--- src/design/lrt_pkg.sv ---
// Shared types, constants and status codes of the LRU replacement tracker.
package lrt_pkg;

    localparam int KEY_BITS    = 32;
    localparam int ENTRIES_DEF = 16;

    localparam logic [2:0] ST_HIT      = 3'd0;
    localparam logic [2:0] ST_INSERTED = 3'd1;
    localparam logic [2:0] ST_FULL     = 3'd2;
    localparam logic [2:0] ST_EVICTED  = 3'd3;
    localparam logic [2:0] ST_EMPTY    = 3'd4;

    localparam logic MODE_TOUCH = 1'b0;
    localparam logic MODE_EVICT = 1'b1;

    typedef struct packed {
        logic                mode;
        logic [KEY_BITS-1:0] key;
    } lrt_in_t;

    typedef struct packed {
        logic [2:0]          status;
        logic [KEY_BITS-1:0] evicted_key;
    } lrt_out_t;

    typedef enum logic [3:0] {
        S_IDLE,
        S_DISPATCH,
        S_SCAN,
        S_CHECK,
        S_DECIDE,
        S_LINK_RD,
        S_RELINK_A,
        S_RELINK_B,
        S_INSERT,
        S_EV_RD,
        S_EV_DO,
        S_RESPOND
    } lrt_state_t;

    typedef struct packed {
        logic       load_item;
        logic       scan;
        logic       relink_a;
        logic       relink_b;
        logic       insert;
        logic       evict_rd;
        logic       evict_do;
        logic       emit;
        logic [2:0] code;
    } lrt_cmd_t;

    typedef struct packed {
        logic item_evict;
        logic empty;
        logic scan_last;
        logic found;
        logic have_free;
        logic hit_newest;
        logic out_free;
    } lrt_sts_t;

endpackage

--- src/design/lrt_ram.sv ---
// Generic single write port, single read port RAM with registered read data.
module lrt_ram
    import lrt_pkg::*;
#(
    parameter int WIDTH = 32,
    parameter int DEPTH = 16
) (
    input  logic                     aclk,
    input  logic                     we,
    input  logic [$clog2(DEPTH)-1:0] waddr,
    input  logic [WIDTH-1:0]         wdata,
    input  logic [$clog2(DEPTH)-1:0] raddr,
    output logic [WIDTH-1:0]         rdata
);

    logic [WIDTH-1:0] mem [DEPTH];
    logic [WIDTH-1:0] rdata_reg;

    always_ff @(posedge aclk) begin
        if (we) begin
            mem[waddr] <= wdata;
        end
        rdata_reg <= mem[raddr];
    end

    assign rdata = rdata_reg;

endmodule

--- src/design/lrt_datapath.sv ---
// Datapath of the LRU replacement tracker: slot stores, list pointers and result register.
module lrt_datapath
    import lrt_pkg::*;
#(
    parameter int ENTRIES = ENTRIES_DEF
) (
    input  logic     aclk,
    input  logic     aresetn,
    input  lrt_in_t  s_data,
    output logic     m_valid,
    input  logic     m_ready,
    output lrt_out_t m_data,
    input  lrt_cmd_t cmd,
    output lrt_sts_t sts
);

    localparam int IDX_W = $clog2(ENTRIES);
    localparam int CNT_W = $clog2(ENTRIES + 1);

    lrt_in_t             item_reg;
    logic [IDX_W-1:0]    scan_cnt_reg;
    logic                cmp_vld_reg;
    logic [IDX_W-1:0]    cmp_idx_reg;
    logic                found_reg;
    logic [IDX_W-1:0]    hit_reg;
    logic                have_free_reg;
    logic [IDX_W-1:0]    free_reg;
    logic [ENTRIES-1:0]  valid_reg;
    logic [IDX_W-1:0]    oldest_reg;
    logic [IDX_W-1:0]    newest_reg;
    logic [CNT_W-1:0]    count_reg;
    logic [KEY_BITS-1:0] victim_reg;
    logic                m_valid_reg;
    lrt_out_t            m_data_reg;

    logic                key_we;
    logic [IDX_W-1:0]    key_raddr;
    logic [KEY_BITS-1:0] key_rdata;
    logic                newer_we;
    logic [IDX_W-1:0]    newer_waddr;
    logic [IDX_W-1:0]    newer_wdata;
    logic [IDX_W-1:0]    newer_rdata;
    logic                older_we;
    logic [IDX_W-1:0]    older_waddr;
    logic [IDX_W-1:0]    older_wdata;
    logic [IDX_W-1:0]    older_rdata;
    logic [IDX_W-1:0]    link_raddr;
    logic                cmp_hit;
    logic                cmp_free;
    logic                not_oldest;
    logic                out_free;

    assign key_raddr  = cmd.evict_rd ? oldest_reg : scan_cnt_reg;
    assign link_raddr = cmd.evict_rd ? oldest_reg : hit_reg;
    assign key_we     = cmd.insert;
    assign not_oldest = (hit_reg != oldest_reg);

    always_comb begin
        newer_we    = 1'b0;
        newer_waddr = newest_reg;
        newer_wdata = hit_reg;
        older_we    = 1'b0;
        older_waddr = hit_reg;
        older_wdata = newest_reg;
        if (cmd.relink_a) begin
            newer_we    = not_oldest;
            newer_waddr = older_rdata;
            newer_wdata = newer_rdata;
            older_we    = not_oldest;
            older_waddr = newer_rdata;
            older_wdata = older_rdata;
        end else if (cmd.relink_b) begin
            newer_we = 1'b1;
            older_we = 1'b1;
        end else if (cmd.insert) begin
            newer_we    = (count_reg != '0);
            newer_wdata = free_reg;
            older_we    = (count_reg != '0);
            older_waddr = free_reg;
        end
    end

    lrt_ram #(.WIDTH(KEY_BITS), .DEPTH(ENTRIES)) u_key_ram (
        .aclk  (aclk),
        .we    (key_we),
        .waddr (free_reg),
        .wdata (item_reg.key),
        .raddr (key_raddr),
        .rdata (key_rdata)
    );

    lrt_ram #(.WIDTH(IDX_W), .DEPTH(ENTRIES)) u_newer_ram (
        .aclk  (aclk),
        .we    (newer_we),
        .waddr (newer_waddr),
        .wdata (newer_wdata),
        .raddr (link_raddr),
        .rdata (newer_rdata)
    );

    lrt_ram #(.WIDTH(IDX_W), .DEPTH(ENTRIES)) u_older_ram (
        .aclk  (aclk),
        .we    (older_we),
        .waddr (older_waddr),
        .wdata (older_wdata),
        .raddr (link_raddr),
        .rdata (older_rdata)
    );

    assign cmp_hit  = cmp_vld_reg && valid_reg[cmp_idx_reg] && (key_rdata == item_reg.key);
    assign cmp_free = cmp_vld_reg && !valid_reg[cmp_idx_reg];

    always_ff @(posedge aclk) begin
        if (cmd.load_item) begin
            item_reg <= s_data;
        end
        cmp_idx_reg <= scan_cnt_reg;
        if (cmp_hit && !found_reg) begin
            hit_reg <= cmp_idx_reg;
        end
        if (cmp_free && !have_free_reg) begin
            free_reg <= cmp_idx_reg;
        end
    end

    always_ff @(posedge aclk) begin
        if (!aresetn) begin
            scan_cnt_reg  <= '0;
            cmp_vld_reg   <= 1'b0;
            found_reg     <= 1'b0;
            have_free_reg <= 1'b0;
            valid_reg     <= '0;
            oldest_reg    <= '0;
            newest_reg    <= '0;
            count_reg     <= '0;
            victim_reg    <= '0;
        end else begin
            cmp_vld_reg <= cmd.scan;
            if (cmd.load_item) begin
                scan_cnt_reg  <= '0;
                found_reg     <= 1'b0;
                have_free_reg <= 1'b0;
                victim_reg    <= '0;
            end else begin
                if (cmd.scan) begin
                    scan_cnt_reg <= scan_cnt_reg + 1'b1;
                end
                if (cmp_hit) begin
                    found_reg <= 1'b1;
                end
                if (cmp_free) begin
                    have_free_reg <= 1'b1;
                end
            end
            if (cmd.relink_a && !not_oldest) begin
                oldest_reg <= newer_rdata;
            end
            if (cmd.relink_b) begin
                newest_reg <= hit_reg;
            end
            if (cmd.insert) begin
                valid_reg[free_reg] <= 1'b1;
                newest_reg          <= free_reg;
                count_reg           <= count_reg + 1'b1;
                if (count_reg == '0) begin
                    oldest_reg <= free_reg;
                end
            end
            if (cmd.evict_do) begin
                victim_reg             <= key_rdata;
                valid_reg[oldest_reg]  <= 1'b0;
                count_reg              <= count_reg - 1'b1;
                if (count_reg == CNT_W'(1)) begin
                    oldest_reg <= '0;
                    newest_reg <= '0;
                end else begin
                    oldest_reg <= newer_rdata;
                end
            end
        end
    end

    assign out_free = !m_valid_reg || m_ready;

    always_ff @(posedge aclk) begin
        if (!aresetn) begin
            m_valid_reg <= 1'b0;
        end else if (cmd.emit) begin
            m_valid_reg <= 1'b1;
        end else if (m_ready) begin
            m_valid_reg <= 1'b0;
        end
    end

    always_ff @(posedge aclk) begin
        if (cmd.emit) begin
            m_data_reg.status      <= cmd.code;
            m_data_reg.evicted_key <= victim_reg;
        end
    end

    assign m_valid = m_valid_reg;
    assign m_data  = m_data_reg;

    assign sts.item_evict = (item_reg.mode == MODE_EVICT);
    assign sts.empty      = (count_reg == '0);
    assign sts.scan_last  = (scan_cnt_reg == IDX_W'(ENTRIES - 1));
    assign sts.found      = found_reg;
    assign sts.have_free  = have_free_reg;
    assign sts.hit_newest = (hit_reg == newest_reg);
    assign sts.out_free   = out_free;

endmodule

--- src/design/lrt_ctrl.sv ---
// Controller state machine of the LRU replacement tracker.
module lrt_ctrl
    import lrt_pkg::*;
(
    input  logic     aclk,
    input  logic     aresetn,
    input  logic     s_valid,
    output logic     s_ready,
    input  lrt_sts_t sts,
    output lrt_cmd_t cmd
);

    lrt_state_t state_reg;
    lrt_state_t state_next;
    logic [2:0] code_reg;
    logic [2:0] code_next;

    always_ff @(posedge aclk) begin
        if (!aresetn) begin
            state_reg <= S_IDLE;
            code_reg  <= ST_HIT;
        end else begin
            state_reg <= state_next;
            code_reg  <= code_next;
        end
    end

    always_comb begin
        state_next = state_reg;
        code_next  = code_reg;
        case (state_reg)
            S_IDLE: begin
                if (s_valid) begin
                    state_next = S_DISPATCH;
                end
            end
            S_DISPATCH: begin
                if (!sts.item_evict) begin
                    state_next = S_SCAN;
                end else if (sts.empty) begin
                    code_next  = ST_EMPTY;
                    state_next = S_RESPOND;
                end else begin
                    state_next = S_EV_RD;
                end
            end
            S_SCAN: begin
                if (sts.scan_last) begin
                    state_next = S_CHECK;
                end
            end
            S_CHECK: begin
                state_next = S_DECIDE;
            end
            S_DECIDE: begin
                if (sts.found) begin
                    if (sts.hit_newest) begin
                        code_next  = ST_HIT;
                        state_next = S_RESPOND;
                    end else begin
                        state_next = S_LINK_RD;
                    end
                end else if (!sts.have_free) begin
                    code_next  = ST_FULL;
                    state_next = S_RESPOND;
                end else begin
                    state_next = S_INSERT;
                end
            end
            S_LINK_RD: begin
                state_next = S_RELINK_A;
            end
            S_RELINK_A: begin
                state_next = S_RELINK_B;
            end
            S_RELINK_B: begin
                code_next  = ST_HIT;
                state_next = S_RESPOND;
            end
            S_INSERT: begin
                code_next  = ST_INSERTED;
                state_next = S_RESPOND;
            end
            S_EV_RD: begin
                state_next = S_EV_DO;
            end
            S_EV_DO: begin
                code_next  = ST_EVICTED;
                state_next = S_RESPOND;
            end
            S_RESPOND: begin
                if (sts.out_free) begin
                    state_next = S_IDLE;
                end
            end
            default: begin
                state_next = S_IDLE;
            end
        endcase
    end

    always_comb begin
        cmd      = '0;
        cmd.code = code_reg;
        s_ready  = 1'b0;
        case (state_reg)
            S_IDLE: begin
                s_ready       = 1'b1;
                cmd.load_item = s_valid;
            end
            S_SCAN: begin
                cmd.scan = 1'b1;
            end
            S_RELINK_A: begin
                cmd.relink_a = 1'b1;
            end
            S_RELINK_B: begin
                cmd.relink_b = 1'b1;
            end
            S_INSERT: begin
                cmd.insert = 1'b1;
            end
            S_EV_RD: begin
                cmd.evict_rd = 1'b1;
            end
            S_EV_DO: begin
                cmd.evict_do = 1'b1;
            end
            S_RESPOND: begin
                cmd.emit = sts.out_free;
            end
            default: begin
                cmd.code = code_reg;
            end
        endcase
    end

endmodule

--- src/design/lru_replacement_tracker.sv ---
// Top level of the LRU replacement tracker: controller and datapath with its slot RAMs.
//
//  Channel  Direction  Ports                     Content
//  s_       in         s_valid s_ready s_data    mode, key
//  m_       out        m_valid m_ready m_data    status, evicted_key
//
// A touch scans the key RAM one slot per cycle and registers its result on a hit of the
// newest key or a full tracker; an insert first passes S_INSERT and a move of a present key
// S_LINK_RD, S_RELINK_A and S_RELINK_B. An evict passes S_EV_RD and S_EV_DO, an evict of an
// empty tracker neither. s_ready rises in the cycle after the result is registered. Reset
// clears the valid bits, the oldest and newest pointers and the count. A new result waits
// in the controller while the previous one sits unaccepted at the output.
module lru_replacement_tracker
    import lrt_pkg::*;
#(
    parameter int ENTRIES = ENTRIES_DEF
) (
    input  logic     aclk,
    input  logic     aresetn,
    input  logic     s_valid,
    output logic     s_ready,
    input  lrt_in_t  s_data,
    output logic     m_valid,
    input  logic     m_ready,
    output lrt_out_t m_data
);

    lrt_cmd_t cmd;
    lrt_sts_t sts;

    lrt_ctrl u_ctrl (
        .aclk    (aclk),
        .aresetn (aresetn),
        .s_valid (s_valid),
        .s_ready (s_ready),
        .sts     (sts),
        .cmd     (cmd)
    );

    lrt_datapath #(.ENTRIES(ENTRIES)) u_datapath (
        .aclk    (aclk),
        .aresetn (aresetn),
        .s_data  (s_data),
        .m_valid (m_valid),
        .m_ready (m_ready),
        .m_data  (m_data),
        .cmd     (cmd),
        .sts     (sts)
    );

endmodule

--- config.mk ---
export PLATFORM = sky130hd
export DESIGN_NAME = lru_replacement_tracker
export DESIGN_NICKNAME = d
export VERILOG_FILES = /design/src/design/lrt_pkg.sv /design/src/design/lrt_ram.sv /design/src/design/lrt_datapath.sv /design/src/design/lrt_ctrl.sv /design/src/design/lru_replacement_tracker.sv
export SDC_FILE = /design/constraint.sdc
export NUM_CORES = 1
export LEC_CHECK = 0
export BUFFER_PORTS_ARGS = -buffer_cell sky130_fd_sc_hd__buf_4
export CAP_MARGIN = 10
export CORE_AREA = 4 4 227 229
export CTS_CLUSTER_DIAMETER = 150
export DETAILED_ROUTE_END_ITERATION = 8
export DIE_AREA = 0 0 231 233
export HOLD_SLACK_MARGIN = 0.15
export PLACE_DENSITY = 0.82
export SLEW_MARGIN = 20
export SYNTH_ARGS = -nofsm -noshare
export SYNTH_HDL_FRONTEND = slang
export SYNTH_SLANG_ARGS = --single-unit
export TNS_END_PERCENT = 30
--- constraint.sdc ---
create_clock -name aclk -period 9.8 [get_ports aclk]
set_clock_uncertainty 0.1 [all_clocks]
set_input_delay 0.98 -clock aclk [delete_from_list [all_inputs] [get_ports aclk]]
set_output_delay 0.98 -clock aclk [all_outputs]
set_load 0.02 [all_outputs]
# --- After elaboration in Yosys (flattened, before gate mapping) ---
# Memories as Yosys holds them, arrays and structs flattened. A register that Yosys moved wholly into a read port is not among the register bits.
# Index checks and enable logic that the tools add are counted.
op_classes:
  n_lt_le_gt_ge: 5
  bitwise_logic: 4
  muxes: 61
  n_reduce_logical: 25
  eq_ne: 23
  addsub: 3
ops:
  columns: ["op", "n"]
  rows:
  - ["$mux 4", 21]
  - ["$mux 32", 2]
  - ["$mux 16", 3]
  - ["$pmux 4 s10", 1]
  - ["$eq 32x32->1", 1]
  - ["$mux 1", 21]
  - ["$eq 4x4->1 const B", 5]
  - ["$and 16x16->16", 1]
  - ["$eq 4x3->1 const B", 4]
  - ["$not 16->16", 1]
  - ["$or 16x16->16", 1]
  - ["$lt 4x5->1 const B", 3]
  - ["$mux 3", 5]
  - ["$pmux 3 s5", 1]
  - ["$mux 5", 2]
  - ["$reduce_bool 5->1", 2]
  - ["$demux 1 s4", 2]
  - ["$eq 4x2->1 const B", 2]
  - ["$ge 4x1->1 const B", 2]
  - ["$logic_and 1x1->1", 8]
  - ["$ne 2x2->1 const B", 3]
  - ["$reduce_bool 2->1", 3]
  - ["$add 5x1->5 const B", 1]
  - ["$eq 5x1->1 const B", 1]
  - ["other kinds (19)", 25]
totals:
  mem_bits_rw: 640
  output_inout_bits: 37
  mem_count: 3
  ff_bits: 156
mem_list:
  columns: ["name", "words", "width", "read_ports", "rd_ports_with_merged_regs", "write_ports", "line", "text"]
  rows:
  - ["u_datapath.u_key_ram.mem", 16, 32, 1, 1, 1, "lrt_ram.sv:16", "logic [WIDTH-1:0] mem [DEPTH];"]
  - ["u_datapath.u_newer_ram.mem", 16, 4, 1, 1, 1, "lrt_ram.sv:16", null]
  - ["u_datapath.u_older_ram.mem", 16, 4, 1, 1, 1, "lrt_ram.sv:16", null]

# --- Logic depth before layout (Yosys ltp) ---
# Gate-level depths: netlist of the first run.
depth:
  ltp_word: 9
  mapped_depth: 11

# --- Modules after synthesis ---
# From an unflattened synthesis of the first run, not the netlist that was laid out.
unflattened:
  hier_cells: 1720
  area_unflattened_um2: 31938.1
by_module_without_submodules:
  columns: ["mod", "area_per_inst_um2", "n_inst", "cells_per_inst"]
  rows:
  - ["lrt_ram at u_datapath.u_key_ram", 19854.0, 1, 838]
  - ["lrt_datapath", 6179.7, 1, 538]
  - ["lrt_ram at u_datapath.u_newer_ram ...", 2666.3, 2, 130]
  - ["lrt_ctrl", 571.8, 1, 84]

# --- Worst setup path after synthesis of the first run ---
# Ideal clock, no wire load.
synth_path:
  path_kind: "register to register"
  startpoint: "register u_ctrl.state_reg[3]"
  endpoint: "register u_datapath.valid_reg[4]"
  stages_incl_launch_ff: 6
  t_arrival_ps: 4899
  path_slack_ps: 4729
  required_ps: 9628
  path_buffers: 1
  cell_sequence: "dfxtp_1 clkbuf_1 nor4b_4 nand2_1 nor4_1 o221a_2"
synth_between:
  elab_chain_len: 6
  word_cells_on_any_way: 8
  classes_between: "eq/ne (2); mux (5); bitwise (1)"
synth_lines:
  columns: ["element", "line", "text"]
  rows:
  - ["start, declared", "lrt_ctrl.sv:13", "lrt_state_t state_reg;"]
  - ["start signal, assigned", "lrt_ctrl.sv:23", "state_reg <= state_next;"]
  - ["$eq 4x4->1", "lrt_ctrl.sv:106", "case (state_reg)"]
  - ["$mux 1", "lrt_ctrl.sv:106", null]
  - ["$mux 16", "lrt_datapath.sv:161", "if (cmd.insert) begin"]
  - ["$mux 16", "lrt_datapath.sv:127", "if (!aresetn) begin"]
  - ["$and 16x16->16 (no source line)", null, null]
  - ["$mux 16 (*)", "lrt_datapath.sv:169", "if (cmd.evict_do) begin"]
  - ["end signal, assigned", "lrt_datapath.sv:132", "valid_reg <= '0;"]
  - ["end signal, assigned by index", "lrt_datapath.sv:162", "valid_reg[free_reg] <= 1'b1;"]
  - ["end signal, assigned by index", "lrt_datapath.sv:171", "valid_reg[oldest_reg] <= 1'b0;"]
  - ["end, declared", "lrt_datapath.sv:28", "logic [ENTRIES-1:0] valid_reg;"]
# Every way passes the cells marked *; elsewhere a longest branch is shown, timed or not. The select of a mux whose other input is x is not followed.
# A chain may end at the register's enable or synchronous reset.

# --- Final worst setup path of the first run ---
layout_path:
  startpoint: "register u_ctrl.state_reg[3]"
  endpoint: "register u_datapath.u_key_ram.rdata_reg[20] (netlist: u_datapath.u_key_ram.rdata[20]), read port of u_datapath.u_key_ram.mem"
layout_between:
  elab_chain_len: 3
layout_lines:
  columns: ["element", "line", "text"]
  rows:
  - ["$eq 4x4->1", "lrt_ctrl.sv:106", null]
  - ["$mux 1", "lrt_ctrl.sv:106", null]
  - ["$mux 4", "lrt_datapath.sv:53", "assign key_raddr = cmd.evict_rd ? oldest_reg : scan_cnt_reg;"]
  - ["end, declared", "lrt_ram.sv:17", "logic [WIDTH-1:0] rdata_reg;"]
# No other way between the ends.

==> results.yml, run 1 <==
synth:
  syn_nets: 2187
  syn_area_sq_mm: 0.0320
  netlist_instances: 2146
  ys_types: 62
  ys_ff_latch: 836
  yosys.area.top_type: "edfxtp_1"
  synth_area_per_cell_sq_um: 14.9
  ys_warn_count: 0
  ys_top_cells_by_area: "edfxtp_1 67%, dfxtp_1 7.5%, mux2i_1 5.8%"
  async_reset_ff_frac: 0
  yosysMostFrequentCell: "edfxtp_1"
  synth_common_cells: "716 x edfxtp_1, 367 x nand2_1, 186 x mux2i_1, 120 x dfxtp_1, 104 x nand3_1"
  synth_top_area_frac: 0.672
  synth-main-ff-cell: "edfxtp_1"
  synth_edf_count: 716
  yosysSeqAreaShare: 0.747
sta:
  hold_viol: 0
  slew_viol_final: 0
  period_needed_ns: 4.63
  fmax_mhz: 216
  setup_viol: 0
  slew-limit-headroom: 0.248
  rsz0062_at_grt: "false"
  worst_pin_slew_ns: 1.13
  fin_crit_sh: 0.473
  tns_ns: 0
placed_design:
  io_buffer_count: 73
  globalplace.congestion: 0.859
  dp_hpwl_mm: 42.1
floorplan:
  ios: 74
  rows: 82
  core_area_sq_mm: 0.0497
  die-area_sq_mm: 0.0538
  die_w_microns: 231
  initial_core_util: 0.644
  fp.dieH_microns: 233
final_layout:
  fin_util: 0.725
  final_layout_size_suffix_gt1_frac: 0.132
  diodes: 0
  regMostFlops: "u_datapath.u_key_ram.mem"
  largest_register_ffs: 512
  reg_top3: "u_datapath.u_key_ram.mem x512, u_datapath.u_newer_ram.mem x64, u_datapath.u_older_ram.mem x64"
  nets: 2261
  area.growth.synth_to_final_pct: 12.5
clock_network:
  worstSkewPairLatency_ns: 0.62
  htreeDepth: 3
  clock-sinks: 836
  root_buffer: "clkbuf_16"
  clk_transition_reported_paths_ns: 0.06
  cts_buffer_depth: 3
  post_cts_buffers: 0
  hold_buffers: 0
  cts_made_buffers: 82
  cts_tree: "done"
  cts_resized: 0
worst_setup_path:
  crit_type: "reg -> reg"
  cp-start-kind: "flip-flop"
  crit_buf_inv: 2
  endpoint_kind: "flip-flop"
  crit_fanout: 76
  r2r_slack_ns: 5.17
  cpPeakStageDelay_ns: 0.92
  path_delay_family: "buffers and inverters"
  required_ns: 10.21
  crit_path_top_delay_cell: "buf_4"
  crit_path_cell_trace: "and4bb_4 > mux2i_4 > buf_4 > buf_4 > mux2i_1 > a32o_1 > a31oi_1 > a311o_1"
  cpMostUsedCell: "buf_4"
  crit_arrival_ns: 5.04
grt:
  grt_pass1_wl_mm: 119
  grt_pass1_vias: 19900
  grt-ovfl-total: 0
  gr-usage-all-layers: 0.294
  grt_antenna_before_repair: 2
  grt_max_degree: 77
power:
  p_comb_frac: 0.151
  switching_power_mw: 2.47
  leakage_nw: 12.8
  internal_power_mw: 6.53
  power_frac_seq: 0.498
  p_sw_frac: 0.274
  ir_drop_mv: 0.170
  clkPwrFrac: 0.351
  power_density_mw_per_mm2: 250
worst_hold_path:
  hold_class: "reg -> reg"
detailed_routing:
  avgViaCountPerCell: 6.66
  dr.pass1.iters: 6
  route.vias.total: 19700
  avgRoutedWirePerCell_microns: 27.0
  drt_first_iter_violations: 3064
  route.detailed.drc: 0
  routed_wl_mm: 79.9
  ant_nets: 0
run_status:
  outcome: "finished, final reports clean"
job:
  cap_violations: 0
cell usage in the layout, fill, tap and decap left out, types with 7 or more instances in the layout:
master	count
o21ai_0	12
nor2_4	11
clkbuf_16	85
nand2_1	367
clkinv_2	11
clkbuf_8	12
a21oi_1	50
edfxtp_1	716
inv_1	11
buf_4	111
o221a_2	15
dfxtp_1	120
a32oi_1	10
clkbuf_1	24
xor2_1	39
a32o_1	43
nand2b_1	15
xnor2_1	8
nand4_1	14
mux2i_1	183
a31oi_1	41
a311o_1	31
nor4_1	7
nor2_1	64
o22ai_1	64
nor3_1	14
nand3_1	103
cell families after synthesis:
logic type,count (synthesis),share of synthesized area
adder cells (fa/ha/maj),4,0.00156
buffers and inverters,135,0.0203
AO/OA/AOI/OAI,291,0.0675
flip-flops,836,0.747
AND/OR/NAND/NOR,635,0.0864
multiplexers,198,0.0644
XOR/XNOR,47,0.0129
through the flow:
step / setup WS [ns] / std cells / total power [mW] / cell area (sq um) / hold WS [ns]
2_1_floorplan: 4.73 / 2146 / 5.42 / 32000 / 0.284
3_3_place_gp: 5.57 / 2807 / 5.78 / 33200 / 0.313
3_5_place_dp: 5.43 / 2808 / 5.85 / 33300 / 0.319
4_1_cts: 5.29 / 2960 / 8.98 / 36000 / 0.332
5_1_grt: 5.03 / 2960 / 9.26 / 36000 / 0.340
6_report: 5.17 / 2960 / 9.00 / 36000 / 0.332
routing by layer:
layer  part of all wire  GRT usage
met1               0.36      0.380
met2               0.49      0.481
met3               0.11     0.0681
met4              0.041      0.131
met5            0.00014          0
worst register-to-register path, stage by stage (launching register included):
cell and delay [ns]:
dfxtp_1 0.76, and4bb_4 0.56, mux2i_4 0.27, buf_4 0.85, buf_4 0.99, mux2i_1 0.37
a32o_1 0.18, a31oi_1 0.06, a311o_1 0.39
power groups by stage:
| stage | Combinational (mW) | Sequential (mW) | Clock, mW |
|---|---|---|---|
| 4_1_cts | 1.34 | 4.47 | 3.17 |
| 6_report | 1.36 | 4.48 | 3.16 |
| 3_5_place_dp | 1.31 | 4.54 | 0 |
| 3_3_place_gp | 1.26 | 4.52 | 0 |
| 2_1_floorplan | 1.01 | 4.41 | 0 |
| 5_1_grt | 1.44 | 4.50 | 3.32 |
area by class of cell:
cell class,instances,area [sq um]
clock inverters,31,335
inverters,13,48.8
multi-input cells,1175,7640
flip-flops and latches,836,23900
repair buffers,112,853
fillers,2959,13700
clock buffers,121,2380
well taps,672,841
worst paths after layout:
path | startpoint | endpoint | depth (start not counted)
setup / recovery | u_ctrl.state_reg[3]$_SDFFE_PN0P_ | u_datapath.u_key_ram.rdata[20]$_DFF_P_ | 8
hold / removal | u_datapath.victim_reg[19]$_SDFFE_PN0P_ | u_datapath.m_data[19]$_DFFE_PP_ | 0
setup reg to reg | u_ctrl.state_reg[3]$_SDFFE_PN0P_ | u_datapath.u_key_ram.rdata[20]$_DFF_P_ | 8
hold reg to reg | u_datapath.victim_reg[19]$_SDFFE_PN0P_ | u_datapath.m_data[19]$_DFFE_PP_ | 0
Power figures use the tool's default switching activity.
==> run 2, diff against run 1 <==
--- a/config.mk
+++ b/config.mk
@@ -7,12 +7,12 @@
 export LEC_CHECK = 0
 export BUFFER_PORTS_ARGS = -buffer_cell sky130_fd_sc_hd__buf_4
 export CAP_MARGIN = 10
-export CORE_AREA = 4 4 227 229
+export CORE_AREA = 4 4 245 247
 export CTS_CLUSTER_DIAMETER = 150
 export DETAILED_ROUTE_END_ITERATION = 8
-export DIE_AREA = 0 0 231 233
+export DIE_AREA = 0 0 249 251
 export HOLD_SLACK_MARGIN = 0.15
-export PLACE_DENSITY = 0.82
+export PLACE_DENSITY = 0.75
 export SLEW_MARGIN = 20
 export SYNTH_ARGS = -nofsm -noshare
 export SYNTH_HDL_FRONTEND = slang
==> constraint.sdc (replaced) <==
create_clock -name aclk -period 4.25 [get_ports aclk]
set_clock_uncertainty 0.1 [all_clocks]
set_input_delay 0.425 -clock aclk [delete_from_list [all_inputs] [get_ports aclk]]
set_output_delay 0.425 -clock aclk [all_outputs]
set_load 0.02 [all_outputs]
==> results.yml, run 2 (synthesis gave the netlist of run 1 again) <==
final_layout:
  final_layout_size_suffix_gt1_frac: 0.129
  diodes: 0
  fin_util: 0.636
  reg_top3: "u_datapath.u_key_ram.mem x512, u_datapath.u_newer_ram.mem x64, u_datapath.u_older_ram.mem x64"
  largest_register_ffs: 512
  final_cell_mix: "716 x edfxtp_1, 367 x nand2_1, 185 x mux2i_1, 120 x dfxtp_1, 118 x buf_4"
  area.growth.synth_to_final_pct: 14.4
  n_fill_cell: 3956
  regMostFlops: "u_datapath.u_key_ram.mem"
  nets: 2313
  final_common_cell: "edfxtp_1"
sta:
  worst_pin_slew_ns: 1.12
  slew_viol_final: 0
  setup_viol: 0
  hold_viol: 0
  period_needed_ns: 3.40
  hold_ws_ns: 0.279
  fin_crit_sh: 0.800
  fmax_mhz: 294
  rsz0062_at_grt: "false"
  slew-limit-headroom: 0.256
clock_network:
  worstSkewPairLatency_ns: 0.62
  cts_made_buffers: 82
  clock-sinks: 836
  htreeDepth: 3
  clk_transition_reported_paths_ns: 0.06
  cts_buffer_depth: 3
  cts_resized: 0
  root_buffer: "clkbuf_16"
  cts_tree: "done"
  hold_buffers: 35
  post_cts_buffers: 0
detailed_routing:
  dr.pass1.iters: 7
  route.detailed.drc: 0
  route.vias.total: 19200
  avgViaCountPerCell: 6.17
  ant_nets: 0
  routed_wl_mm: 77.2
  drt_first_iter_violations: 2467
  avgRoutedWirePerCell_microns: 24.9
power:
  internal_power_mw: 15.0
  p_comb_frac: 0.158
  finalPower_mw: 20.6
  p_sw_frac: 0.271
  power_density_mw_per_mm2: 563
  ir_drop_mv: 0.454
  power_frac_seq: 0.501
  switching_power_mw: 5.58
  leakage_nw: 13.0
  clkPwrFrac: 0.342
placed_design:
  globalplace.congestion: 0.872
  io_buffer_count: 73
  dp_hpwl_mm: 44.3
worst_setup_path:
  crit_arrival_ns: 3.83
  endpoint_kind: "flip-flop"
  cp-start-kind: "flip-flop"
  crit_fanout: 21
  required_ns: 4.68
  crit_type: "reg -> reg"
grt:
  busiest_layer: "met2"
  grt_antenna_before_repair: 1
  gr-usage-all-layers: 0.242
  grt_pass1_vias: 19300
  gr-usage-met1: 0.321
  grt-ovfl-total: 0
  grt_pass1_wl_mm: 116
  gr-usage-met2: 0.399
  grt_util_met3: 0.0455
  grt_max_degree: 55
floorplan:
  ios: 74
  die_w_microns: 249
  die-area_sq_mm: 0.0625
  core_area_sq_mm: 0.0576
  initial_core_util: 0.556
  rows: 88
  fp.dieH_microns: 251
run_status:
  outcome: "finished, final reports clean"
worst_hold_path:
  hold_class: "in -> reg"
job:
  cap_violations: 0
-- run 2: cell count changes in the layout (fill, tap and decap cells not counted), moves of 3 or more --
cell	previous run	this run
buf_12	1	11
buf_4	111	118
clkbuf_1	24	27
clkbuf_8	12	3
clkinv_1	3	11
clkinvlp_4	6	2
dlygate4sd3_1	0	35
-- run 2: cell type report --
cell class,count,area [sq um],share of cell area
clock inverters,36,365,0.00998
flip-flops and latches,836,23900,0.653
clock buffers,114,2240,0.0613
multi-input cells,1175,7620,0.208
repair buffers,164,1460,0.0398
well taps,765,957,0.0262
inverters,13,48.8,0.00133
-- run 2: path summary, 6_finish.rpt --
kind                                           startpoint                                 endpoint  slack [ns]  depth (start not counted)
setup / recovery         u_ctrl.state_reg[3]$_SDFFE_PN0P_  u_datapath.u_older_ram.rdata[1]$_DFF_P_        0.85                          7
setup reg to reg         u_ctrl.state_reg[3]$_SDFFE_PN0P_  u_datapath.u_older_ram.rdata[1]$_DFF_P_        0.85                          7
hold / removal                                    s_valid         u_ctrl.state_reg[0]$_SDFFE_PN0P_        0.28                          4
hold reg to reg   u_datapath.scan_cnt_reg[1]$_SDFFE_PP0P_        u_datapath.cmp_idx_reg[1]$_DFF_P_        0.32                          0
-- run 2: stage by stage --
step           instance area, sq um  instances  setup slack [ns]  setup TNS, ns
6_report                      36600       3103             0.849              0
5_1_grt                       36600       3103             0.642              0
4_1_cts                       36600       3103             0.826              0
3_5_place_dp                  33600       2918             0.820              0
3_3_place_gp                  33600       2918              1.03              0
2_1_floorplan                 32000       2146            -0.212          -5.24
-- run 2: layer usage --
layer  vias up  share of wire
met5         -         0.0013
met4         4          0.040
met3       171          0.092
met2      1034           0.48
met1      9516           0.39
li1       8432              -
-- run 2: power groups by stage --
stage / logic, mW / clock network, mW / registers (mW)
6_report: 3.25 / 7.04 / 10.3
5_1_grt: 3.51 / 7.49 / 10.4
4_1_cts: 3.24 / 7.14 / 10.3
3_5_place_dp: 3.18 / 0 / 10.5
3_3_place_gp: 3.10 / 0 / 10.4
2_1_floorplan: 2.33 / 0 / 10.2
-- run 2: worst max-delay path, stage by stage (launching register included) --
cell and delay, ns:
dfxtp_1 0.70, and4bb_4 0.53, mux2i_2 0.93, buf_4 0.38
nand2_1 0.08, a32oi_1 0.27, a31oi_1 0.14, nor3_1 0.16
